## src/rtl/grs_pkg.sv

```systemverilog
// ----------------------------------------------------------------------------
// grs_pkg: shared types and constants for the 1D relaxation grid
// Holds the transaction structs, operation codes and default grid size.
// ----------------------------------------------------------------------------
package grs_pkg;

	localparam int unsigned GRID_INTERVALS_DEF = 1024;
	localparam int unsigned IDX_W   = 11;
	localparam int unsigned VAL_W   = 32;
	localparam int unsigned SWEEP_W = 20;

	typedef enum logic [1:0] {
		OP_WRITE  = 2'd0,
		OP_RUN    = 2'd1,
		OP_READ   = 2'd2,
		OP_UNUSED = 2'd3
	} op_t;

	typedef struct packed {
		logic [1:0]              operation;
		logic [IDX_W-1:0]        point_index;
		logic signed [VAL_W-1:0] point_value;
	} cmd_t;

	typedef struct packed {
		logic signed [VAL_W-1:0] read_value;
		logic [1:0]              done_operation;
	} rsp_t;

	typedef enum logic [1:0] {
		ST_IDLE,
		ST_SWEEP,
		ST_DONE
	} state_t;

	// Floor average of two signed samples: 33-bit sum shifted right.
	function automatic logic signed [VAL_W-1:0] avg_floor(
		input logic signed [VAL_W-1:0] a,
		input logic signed [VAL_W-1:0] b
	);
		logic signed [VAL_W:0] s;
		s = {a[VAL_W-1], a} + {b[VAL_W-1], b};
		return s[VAL_W:1];
	endfunction

endpackage

```

## src/rtl/grs_cell.sv

```systemverilog
// ----------------------------------------------------------------------------
// grs_cell: one grid point of the relaxation chain
// Holds one sample; loads it, or relaxes it from its two neighbors when
// its update strobe arrives, and passes the strobe on to its right neighbor.
// ----------------------------------------------------------------------------
module grs_cell
	import grs_pkg::*;
(
	input  logic                    clk,
	input  logic                    arst_n,
	input  logic                    load,
	input  logic signed [VAL_W-1:0] load_value,
	input  logic                    upd_in,
	input  logic signed [VAL_W-1:0] left,
	input  logic signed [VAL_W-1:0] right,
	output logic                    upd_out,
	output logic signed [VAL_W-1:0] value
);

	logic signed [VAL_W-1:0] value_q;
	logic                    upd_q;

	// Sample storage: the left neighbor already holds its new value.
	always_ff @(posedge clk) begin
		if (load) begin
			value_q <= load_value;
		end else if (upd_in) begin
			value_q <= avg_floor(right, left);
		end
	end

	// Update token travels one cell per cycle.
	always_ff @(posedge clk or negedge arst_n) begin
		if (!arst_n) begin
			upd_q <= 1'b0;
		end else begin
			upd_q <= upd_in;
		end
	end

	assign value   = value_q;
	assign upd_out = upd_q;

endmodule

```

## config.mk

```make
export PLATFORM = sky130hd
export DESIGN_NAME = grs_cell
export DESIGN_NICKNAME = d
export VERILOG_FILES = /design/src/rtl/grs_pkg.sv /design/src/rtl/grs_cell.sv
export SDC_FILE = /design/constraint.sdc
export NUM_CORES = 1
export LEC_CHECK = 0
export BUFFER_PORTS_ARGS = -buffer_cell sky130_fd_sc_hd__buf_2
export CORE_UTILIZATION = 35
export DETAILED_ROUTE_END_ITERATION = 6
export PLACE_DENSITY_LB_ADDON = 0.1
export SLEW_MARGIN = 5
export SYNTH_ARGS = -nofsm -noshare
export SYNTH_HDL_FRONTEND = slang
export SYNTH_SLANG_ARGS = --single-unit
```

## constraint.sdc

```tcl
create_clock -name clk -period 0.8 [get_ports clk]
set_input_delay 0 -clock clk [delete_from_list [all_inputs] [get_ports clk]]
set_output_delay 0 -clock clk [all_outputs]
set_load 0.02 [all_outputs]
```

Word level (Yosys, flattened, before mapping) --
Index checks and enable logic that the tools add are counted.
Storage, ports and cells: register bits after elaboration 33, input bits 100, output and inout bits 33, logic and storage cells 6
Cells by class: add/sub/neg operators 1, mux-type cells 2, reductions and logical operators 1
Operators by type and width (count):
- $mux 32 | 2
- $add 32x32->33 | 1
- $reduce_bool 2->1 | 1

Depth between registers and ports, before layout --
depth after elaboration 3, depth in mapped cells 9, depth with buffers taken out 9

Least setup slack after synthesis --
Ideal clock, no wire load.
kind in2reg, start input port left[0], end register value_q[27], in the netlist value[27], data pin, setup time 0.266 ns, arrival 1.948 ns, required time 0.534 ns, slack -1.414 ns, cell stages on the path 9, path buffers 0, path through and2_1 -> fa_1 -> a21o_1 -> a221oi_2 -> a311o_2 -> o211ai_4 -> o311ai_4 -> and3_1 -> o31ai_2
On the way: longest elaborated chain between the ends 3
RTL lines:
- start, declared | line grs_cell.sv:14 | input logic signed [VAL_W-1:0] left,
- $add 32x32->33 | line grs_pkg.sv:42 | s = {a[VAL_W-1], a} + {b[VAL_W-1], b};
- $mux 32 | line grs_cell.sv:27 | end else if (upd_in) begin
- $mux 32 | line grs_cell.sv:25 | if (load) begin
- end signal, assigned | line grs_cell.sv:26 | value_q <= load_value;
- end signal, assigned | line grs_cell.sv:28 | value_q <= avg_floor(right, left);
- end, declared | line grs_cell.sv:20 | logic signed [VAL_W-1:0] value_q;
No other way between the ends. The select of a mux whose other input is x is not followed. A chain may end at the register's enable or synchronous reset.

Worst setup path after layout --
Same ends and word-level chain as after synthesis.

==> results.txt <==
The worst-case headroom to the max-slew limit is 0.684. The post-route minimum period is just under 2000 ps. The total routing usage reported by global routing came out at 0.215. TritonCTS built the clock tree. The tightest hold path in the finished design has a slack of slightly below 8 ps. Among cell families on the critical path, the largest total delay comes from compound AO/OA/AOI/OAI gates. The total number of yosys warnings came out at 0. The post-cts hold buffer count came out at 10. The final core area utilization came out at 0.642. The signal on the critical path passes through buf_6 > and2_4 > fa_2 > a21o_1 > a221oi_2 > a311o_2 > o211ai_4 > o311ai_4 > and3_1 > o31ai_2. The total wirelength of the detailed-routed design came out at ~10000 um.

The number of top-level pins is about 130. The total DRC errors in the routed layout is 0. The number of nets in the synthesized netlist is roughly 500. The critical path is of the input pin to register type. The finished layout holds approximately 730 standard cells, fillers aside. The most frequent standard cell in the layout excluding fill and tap cells is buf_4. The die area is roughly 9400 um2. The uppermost signal routing layer after detailed routing is met4. The detailed router placed roughly 3700 vias in this run. The first global-routing pass estimated between 15000 and 20000 um of wire.

The pin count of the biggest net entering global routing came out at 33. The final layout net count is roughly 760. For this design the ratio of total power to cell area is between 1000 and 1500 nW/um2.

STA puts the critical path data arrival time at between 2000 and 2500 ps. After detailed routing, the met2 layer carries 4860 um of wire. The number of I/O port buffers came out at ~130. The min-delay analysis places its worst path in the category input pin to async pin. The worst setup slack after layout came out at -1180 ps. In this run, distinct cell masters in the synthesized netlist total a little under 60. The synthesis-stage register bit count is 33. The HPWL after detailed placement came out at just over 8000 um. Dividing the detail-routed via count by the number of cells gives 5.02. The vertical die dimension is 97.1 um. The final instance area came out at approximately 5600 um2. The largest stage delay on the critical path is about 340 ps. The run finished, with violations left. The total core area is ~8700 um2.

The final setup violation count came out at between 50 and 60. On the critical path, the stage with the largest delay is an instance of fa_2. The number of core rows came out at 34. The final worst-path cycle share came out at 2.47. The number of failing hold endpoints at the final stage came out at 0. The number of global-route vias before repair is 3583. The timing-limited maximum frequency is 0.505 GHz. The mean area per synthesized cell is between 8 and 9 um2. The maximum fanout encountered on the critical timing path came out at 3.

Synthesis produced a netlist whose cell count is between 300 and 400. In the final routed layout, each cell accounts on average for 13.9 um. Of the synthesized area, sequential elements account for 0.311. The number of max-cap violations came out at 0. The number of nets still failing antenna checks after routing came out at 0. The count of TritonRoute iterations in the first routing pass came out at 4. The nature of the critical path startpoint is an input pin. The residual overflow from global routing is 0. For this design, the sink count on the clock tree is 33.

The placed standard-cell area is ~4900 um2. The kind of capture point of the worst setup path is a register. Among all flip-flop cells after synthesis, the most frequent one is edfxtp_1. The register clock-pin slew on the reported worst setup and hold paths came out at around 70 ps. The number of DRC violations after detailed-routing iteration 0 is 130.

The horizontal extent of the die is 97.1 um. The completed layout was analyzed and its total power is 7.73 mW. The wire length the detailed router placed on met1 is between 4000 and 5000 um.

The required time of the critical path is 840 ps. The clock buffer count from CTS is 5. In this run the deepest clock path goes through 2 buffers.

The fraction of synthesis flops using an asynchronous set or reset pin came out at 0.0303. For the pin with the worst max-slew slack, the measured transition is around 470 ps. The peak supply drop is approximately 610 uV. The number of buffer and inverter stages on the critical path came out at 1.

The number of H-tree levels is 2. Setup repair after global routing could not meet its margin everywhere. Clock tree synthesis selected as its root buffer the cell clkbuf_8. In the detailed route, the total length drawn on met3 is 401 um. Compared with the post-synthesis result, the final layout area differs by 76.8%. Once placement completed, the tool counted placed cells totaling approximately 700.

The initial antenna violation count is 0. The final max-slew violation count came out at 0. The starting density of the core is 0.363. The final reports fail on setup timing. The number of enable-type register cells in the synthesized netlist is 32.

The total inserted antenna cells is 0. The final RePlAce weighted congestion is between 0.8 and 0.9. Summed over all cells, the static leakage comes to 2.58 nW. The share of cells above drive strength 1 is 0.511. The library cells used most frequently in the layout, excluding fill and tap cells, are buf_4 (109), buf_2 (105), nand2_1 (47), buf_6 (35), edfxtp_1 (32).

The post-synth design cell area came out at ~3200 um2.
## stage by stage
stage | setup TNS [ps] | setup WS (ps)
6_report | -28050 | -1180
5_1_grt | -31740 | -1270
4_1_cts | -29100 | -1170
3_5_place_dp | -46990 | -1560
3_3_place_gp | -45620 | -1530
2_1_floorplan | -28080 | -1390
## synth_stat cells, types with 4 or more instances
cell,instances,area (um2)
and2_1,5,31.3
clkbuf_1,10,37.5
o21ai_0,40,200
o21ai_1,4,20.0
xor2_1,10,87.6
nor3_1,8,40.0
inv_1,17,63.8
a211oi_1,5,37.5
nand4_1,4,25.0
nor2_1,23,86.3
and3_1,8,50.1
nand3_1,7,35.0
xnor2_1,13,114
a21o_1,10,75.1
edfxtp_1,32,961
nand2_1,49,184
a21oi_1,30,150
ha_1,31,388
## worst paths after layout
check | from | end | cells after the start | slack (ps)
worst max-delay path | left[0] | value[27] | 10 | -1180
worst min-delay path | arst_n | upd_out | 2 | 8
max in group asynchronous | arst_n | upd_out | 2 | 700
min in group clk | load_value[9] | value[9] | 3 | 10
## repair_timing
item | 4_1_cts | 5_1_grt
pin swaps | 30 | 20
setup endpoints to repair | 63 | 65
buffers inserted | 4 | 5
resized for setup | 46 | 68
hold endpoints to repair | 10 | 1
## logic make-up (layout without fill, tap and decap cells)
| kind of cell | after synthesis | after routing | synth area share |
|---|---|---|---|
| AOI/OAI and AO/OA | 128 | 128 | 0.282 |
| xor gates and xnor gates | 23 | 23 | 0.0636 |
| adders and majority gates | 32 | 32 | 0.129 |
| buffers and inverters | 27 | 287 | 0.0320 |
| DFF | 33 | 33 | 0.311 |
| muxes | 2 | 2 | 0.00711 |
| and+or+nand+nor | 119 | 119 | 0.175 |
## routing by layer
layer,global-route usage,vias to the layer above
li1,-,1882
met1,0.295,1685
met2,0.357,97
met3,0.0295,7
met4,0.0528,0
met5,0,-
## sequential cells by signal (all words and copies together), names as in the netlist
name and cells:
value 32, upd_out 1
## area by class of cell
type	count	area, um2
clock buffers	8	80.1
fillers	774	3120
inverters	17	63.8
multi-input cells	304	2430
flip-flops and latches	33	986
well taps	108	135
repair buffers	262	1900
## power breakdown
part | internal (mW) | switching (mW) | total, mW
registers | 2.23 | 0.115 | 2.34
clock network | 0.619 | 0.628 | 1.25
logic | 2.18 | 1.96 | 4.14
total | 5.03 | 2.71 | 7.73
Note: power is estimated with default switching activity, not from simulation.
