### config.mk
export PLATFORM = sky130hd
export DESIGN_NAME = grs_ctrl
export DESIGN_NICKNAME = d
export VERILOG_FILES = /design/src/rtl/grs_pkg.sv /design/src/rtl/grs_ctrl.sv
export SDC_FILE = /design/constraint.sdc
export NUM_CORES = 1
export LEC_CHECK = 0
export BUFFER_PORTS_ARGS = -buffer_cell sky130_fd_sc_hd__buf_2
export CORE_MARGIN = 5
export CORE_UTILIZATION = 55
export DETAILED_ROUTE_END_ITERATION = 10
export PLACE_DENSITY = 0.81
export SYNTH_ARGS = -nofsm -noshare
export SYNTH_HDL_FRONTEND = slang
export SYNTH_SLANG_ARGS = --single-unit
### constraint.sdc
create_clock -name clk -period 7.2 [get_ports clk]
set_input_delay 0.72 -clock clk [delete_from_list [all_inputs] [get_ports clk]]
set_output_delay 0.72 -clock clk [all_outputs]
set_load 0.005 [all_outputs]
### src/rtl/grs_pkg.sv
// ----------------------------------------------------------------------------
// grs_pkg: shared types and constants for the 1D relaxation grid
// Holds the transaction structs, operation codes and default grid size.
// ----------------------------------------------------------------------------
package grs_pkg;

	localparam int unsigned GRID_INTERVALS_DEF = 1024;
	localparam int unsigned IDX_W   = 11;
	localparam int unsigned VAL_W   = 32;
	localparam int unsigned SWEEP_W = 20;

	typedef enum logic [1:0] {
		OP_WRITE  = 2'd0,
		OP_RUN    = 2'd1,
		OP_READ   = 2'd2,
		OP_UNUSED = 2'd3
	} op_t;

	typedef struct packed {
		logic [1:0]              operation;
		logic [IDX_W-1:0]        point_index;
		logic signed [VAL_W-1:0] point_value;
	} cmd_t;

	typedef struct packed {
		logic signed [VAL_W-1:0] read_value;
		logic [1:0]              done_operation;
	} rsp_t;

	typedef enum logic [1:0] {
		ST_IDLE,
		ST_SWEEP,
		ST_DONE
	} state_t;

	// Floor average of two signed samples: 33-bit sum shifted right.
	function automatic logic signed [VAL_W-1:0] avg_floor(
		input logic signed [VAL_W-1:0] a,
		input logic signed [VAL_W-1:0] b
	);
		logic signed [VAL_W:0] s;
		s = {a[VAL_W-1], a} + {b[VAL_W-1], b};
		return s[VAL_W:1];
	endfunction

endpackage

### src/rtl/grs_ctrl.sv
// ----------------------------------------------------------------------------
// grs_ctrl: sequencer for sweep runs
// Launches one update token per sweep and counts sweeps until done.
// ----------------------------------------------------------------------------
module grs_ctrl
	import grs_pkg::*;
(
	input  logic               clk,
	input  logic               arst_n,
	input  logic               run,
	input  logic [SWEEP_W-1:0] sweep_count,
	input  logic               token_back,
	output logic               launch,
	output logic               busy,
	output logic               finish
);

	state_t             state_q, state_d;
	logic [SWEEP_W-1:0] left_q, left_d;

	always_ff @(posedge clk or negedge arst_n) begin
		if (!arst_n) begin
			state_q <= ST_IDLE;
			left_q  <= '0;
		end else begin
			state_q <= state_d;
			left_q  <= left_d;
		end
	end

	// Each sweep ends when the token leaves the last interior cell.
	always_comb begin
		state_d = state_q;
		left_d  = left_q;
		launch  = 1'b0;
		finish  = 1'b0;
		busy    = 1'b0;
		unique case (state_q)
			ST_IDLE: begin
				if (run) begin
					if (sweep_count == '0) begin
						finish = 1'b1;
					end else begin
						launch  = 1'b1;
						left_d  = sweep_count - 1'b1;
						state_d = ST_SWEEP;
					end
				end
			end
			ST_SWEEP: begin
				busy = 1'b1;
				if (token_back) begin
					if (left_q == '0) begin
						state_d = ST_DONE;
					end else begin
						launch = 1'b1;
						left_d = left_q - 1'b1;
					end
				end
			end
			ST_DONE: begin
				busy    = 1'b1;
				finish  = 1'b1;
				state_d = ST_IDLE;
			end
			default: state_d = ST_IDLE;
		endcase
	end

endmodule

[After elaboration in Yosys (flattened, before gate mapping)]
Cells that the tools add are included.
Word-level totals
  bits in registers: 22
  bits of input ports: 24
  output and inout port bits: 3
  logic and storage cells: 37
Operators by class
  add/subtract/negate cells: 2
  eq/ne operators: 7
  muxes and demuxes: 19
  reduce and logical (&&, ||, !) cells: 7
Operator list (number)
  $mux W20: 4
  $logic_not A20 Y1: 2
  $pmux W20 S2: 1
  $sub A20 B1 Y20 const B: 2
  $ne A2 B2 Y1 const B: 5
  $mux W2: 4
  $mux W1: 7
  $reduce_and A5 Y1: 1
  $pmux W1 S2: 2
  $pmux W2 S2: 1
  $reduce_and A4 Y1: 1
  $eq A2 B1 Y1 const B: 1
  $eq A2 B2 Y1 const B: 1
  $logic_not A2 Y1: 1
  $reduce_bool A2 Y1: 1
  $reduce_or A2 Y1: 1

[Logic depth before layout (Yosys ltp)]
  word-level depth: 4
  depth in mapped cells: 14
  gate-level depth less buffers: 9

[Worst setup path before layout]
No wires, ideal clock.
  path type: reg-to-reg
  start point: reg state_q[1]
  end point: reg left_q[16]
  data arrival time: 3.429 ns
  data required time: 7.112 ns
  path slack: 3.683 ns
  cell stages (with the launch flop): 15
  buffers on the path: 5
  clock period less this slack: 3.517 ns
  path through: dfrtp_1 -> inv_1 -> ha_1 -> clkbuf_1 -> buf_2 -> buf_1 -> buf_2 -> buf_2 -> mux2i_1 -> ha_1 -> o221a_2 -> nand3_1 -> or2_1 -> a211o_1 -> a22oi_1
On the way
  cells in the longest elaborated chain, start to end: 3
RTL lines
  start, declared: line grs_ctrl.sv:18  | state_t state_q, state_d;
  start signal, assigned: line grs_ctrl.sv:26  | state_q <= state_d;
  $eq A2 B1 Y1 or $logic_not A2 Y1 (tied branches): line grs_ctrl.sv:38  | unique case (state_q)
  $ne A2 B2 Y1 (no source line) or $reduce_bool A2 Y1 (tied branches)
  $reduce_and A5 Y1 (no source line)
  end signal, assigned: line grs_ctrl.sv:27  | left_q <= left_d;
  end, declared: line grs_ctrl.sv:19  | logic [SWEEP_W-1:0] left_q, left_d;
Several ways; a longest one is shown, not always the timed one.
A chain may end at the register's enable or synchronous reset.

[Final worst setup path]
Same ends and word-level chain as after synthesis.

==> flow_metrics.py <==
metrics = {
    "worst_hold_path": {
        "hold_path_class": "primary input to async pin",
    },
    "yosys": {
        "syn_area_per_cell_um2": 7.96,
        "synthXorXnorAreaFrac_pct": 5.91,
        "synthAdderAreaFrac_pct": 2.60,
        "yosysTopAreaCell": "dfrtp_1",
        "ys_ff_latch": 22,
        "synth-async-reset-ratio_pct": 100,
        "synth_simple_gate_area_share_pct": 30.8,
        "synthesis.nets": 270,
        "synthFlopType": "dfrtp_1",
        "ys_seq_area_share_pct": 28.6,
        "ys_warn_count": 0,
        "netlist_area_mm2": 0.00193,
        "synth_edf_count": 0,
        "synthMostInstantiatedCell": "nor2_1",
        "synthTopCellsByArea": "dfrtp_1 29%, nor2_1 5.5%, a21oi_1 5.2%",
        "netlist_top_cells_count": "28 x nor2_1, 22 x dfrtp_1, 20 x a21oi_1",
        "muxShareOfSynthArea_pct": 1.56,
        "ys_types": 55,
        "synth.top_cell.area_share_pct": 28.6,
        "netlist_instances": 242,
        "synth_top_family_by_area": "simple AND/OR/NAND/NOR gates",
        "synth-compound-area-share_pct": 26.9,
    },
    "routing": {
        "avgViaCountPerCell": 6.54,
        "vias": 2015,
        "wl_per_cell_um": 16.9,
        "initialDrtViolationCount": 274,
        "drcViolationCount": 0,
        "first_pass_iters": 5,
        "wl_mm": 5.21,
        "ant_nets": 0,
    },
    "clocking": {
        "cts_hold_buffers": 0,
        "htree_num_levels": 1,
        "post_cts_buffers": 0,
        "cts_resized": 0,
        "clock_path_buffers": 2,
        "cts_buffers": 3,
        "cts_tree": "built",
        "cts-root-buf": "clkbuf_4",
        "insertion_delay_ns": 0.32,
        "clk_pin_slew_ns": 0.13,
        "clock-sinks": 22,
    },
    "critical_path": {
        "critPathMaxFanout": 56,
        "start_kind": "register",
        "cp.required_ns": 7.44,
        "path_class": "register to register",
        "crit_chain": "inv_1, ha_2, mux2i_1, ha_1, o221a_2, nand3_1, or2_1, a211o_1, a22oi_1",
        "arrival_ns": 3.52,
        "crit_path_end_kind": "register",
        "slowest_delay_ns": 0.83,
        "slowest_stage": "ha_2",
    },
    "timing": {
        "setup-violations-final": 0,
        "grt_setup_unrepaired": "no",
        "slew_headroom_pct": 11.9,
        "tns_ns": 0,
        "fmax_ghz": 0.305,
        "tightest_slew_ns": 1.31,
        "final.setup_skew_ns": 0.00663,
        "period_share_pct": 45.5,
        "hold_viol": 0,
        "period_needed_ns": 3.28,
        "slew_violations": 0,
    },
    "die": {
        "die_area_mm2": 0.00479,
        "initial_core_util_pct": 57.3,
        "die_x_um": 69.2,
        "core-area_mm2": 0.00336,
        "die_y_um": 69.2,
        "io_pins": 27,
        "fp-row-count": 21,
    },
    "power": {
        "power_density_mw_per_mm2": 344,
        "leakage_nw": 0.829,
        "vdd_drop_max_mv": 0.303,
    },
    "global_routing": {
        "grt_usage_pct": 21.8,
        "grt_max_degree": 57,
        "grt_pass1_wl_mm": 8.58,
        "grt_overflow": 0,
        "antenna_found_initial": 0,
        "grt_pass1_vias": 1811,
    },
    "placement": {
        "io_buffers": 26,
        "gp_congestion": 0.939,
        "dp_hpwl_mm": 3.85,
    },
    "layout": {
        "areaGrowthSynthToFinish_pct": 8.51,
        "drive_above_1_share_pct": 14.5,
        "fin_nets": 292,
        "finish.utilization_pct": 62.2,
        "num_antenna_cells": 0,
    },
    "flow_run": {
        "maxCapViolCount": 0,
    },
    "status": {
        "status": "complete, no violations",
    },
}
-- cell usage in the layout (no fill, tap or decap), types with 2 or more instances in the layout --
| cell type | instances |
|---|---|
| nor2_1 | 28 |
| buf_2 | 26 |
| dfrtp_1 | 22 |
| a21oi_1 | 20 |
| nor3_1 | 17 |
| nand2_1 | 13 |
| xnor2_1 | 10 |
| o21ai_0 | 9 |
| nor4_1 | 8 |
| nor3b_1 | 6 |
| inv_1 | 5 |
| nand3_1 | 5 |
| nand2b_1 | 5 |
| a21o_1 | 4 |
| o21a_1 | 4 |
| and3_1 | 4 |
| o22ai_1 | 4 |
| or3b_1 | 4 |
| or3_1 | 4 |
| a211o_1 | 4 |
| a211oi_1 | 4 |
| a31oi_1 | 4 |
| mux2i_1 | 3 |
| or4_1 | 3 |
| xor2_1 | 3 |
| o31ai_1 | 3 |
| o21ai_1 | 3 |
| a32oi_1 | 3 |
| ha_1 | 3 |
| clkbuf_4 | 3 |
| nand4b_1 | 2 |
| a311oi_1 | 2 |
| o2bb2a_1 | 2 |
| or2_2 | 2 |
-- metrics by stage --
stage / instances / setup slack (ns) / power [mW] / hold slack [ns] / area [um2]
5_1_grt: 308 / 3.64 / 0.785 / 0.388 / 2090
2_1_floorplan: 242 / 3.68 / 0.556 / 0.424 / 1930
3_3_place_gp: 305 / 4.10 / 0.646 / 0.495 / 2070
6_report: 308 / 3.92 / 0.719 / 0.358 / 2090
3_5_place_dp: 305 / 4.02 / 0.654 / 0.497 / 2070
4_1_cts: 308 / 3.98 / 0.713 / 0.382 / 2090
-- routing by layer --
metal	vias to the layer above	global-route usage, %	part of all wire [%]
li1	968	-	-
met1	939	29.5	42
met2	102	34.7	48
met3	6	4.64	8.4
met4	0	6.94	0.92
met5	-	0	0
-- layout make-up --
type / instances / area [um2]
clock buffer: 3 / 22.5
fill: 324 / 1270
inverter: 6 / 22.5
multi-input combinational: 205 / 1310
sequential: 22 / 551
tap: 46 / 57.6
timing repair buffer: 26 / 130
-- where the power goes --
part / internal (mW) / leakage [nW] / switching, mW
registers: 0.183 / 0.255 / 0.0682
logic: 0.163 / 0.560 / 0.245
clock network: 0.0196 / 0.0138 / 0.0400
total: 0.366 / 0.829 / 0.353
-- final timing paths --
| path | startpoint | to | slack (ns) | cells past startpoint |
|---|---|---|---|---|
| min reg2reg | left_q[18]$_DFFE_PN0P_ | left_q[18]$_DFFE_PN0P_ | 0.53 | 1 |
| max reg2reg | state_q[1]$_DFFE_PN0P_ | left_q[16]$_DFFE_PN0P_ | 3.92 | 9 |
| min | arst_n | state_q[1]$_DFFE_PN0P_ | 0.36 | 1 |
| max in group asynchronous | arst_n | left_q[9]$_DFFE_PN0P_ | 6.49 | 1 |
| min in group clk | left_q[18]$_DFFE_PN0P_ | left_q[18]$_DFFE_PN0P_ | 0.53 | 1 |
| max | state_q[1]$_DFFE_PN0P_ | left_q[16]$_DFFE_PN0P_ | 3.92 | 9 |
-- sequential cells by signal, indices dropped and copies added (netlist names) --
register,cells
left_q,20
state_q,2
-- logic make-up (layout without fill, tap and decap cells) --
kind of cell | after synthesis | in the layout
simple gates | 109 | 109
compound gates | 76 | 76
flops | 22 | 22
buf+inv | 15 | 35
xor+xnor | 13 | 13
fa+ha+maj | 4 | 4
mux | 3 | 3
-- critical path, delay by kind of cell (launching register included) --
kind | cells | cell delay (ns)
fa+ha+maj | 2 | 1.11
buf+inv | 1 | 0.08
simple gates | 2 | 0.50
compound gates | 3 | 0.76
mux | 1 | 0.32
flops | 1 | 0.42
Power figures use the tool's default switching activity.
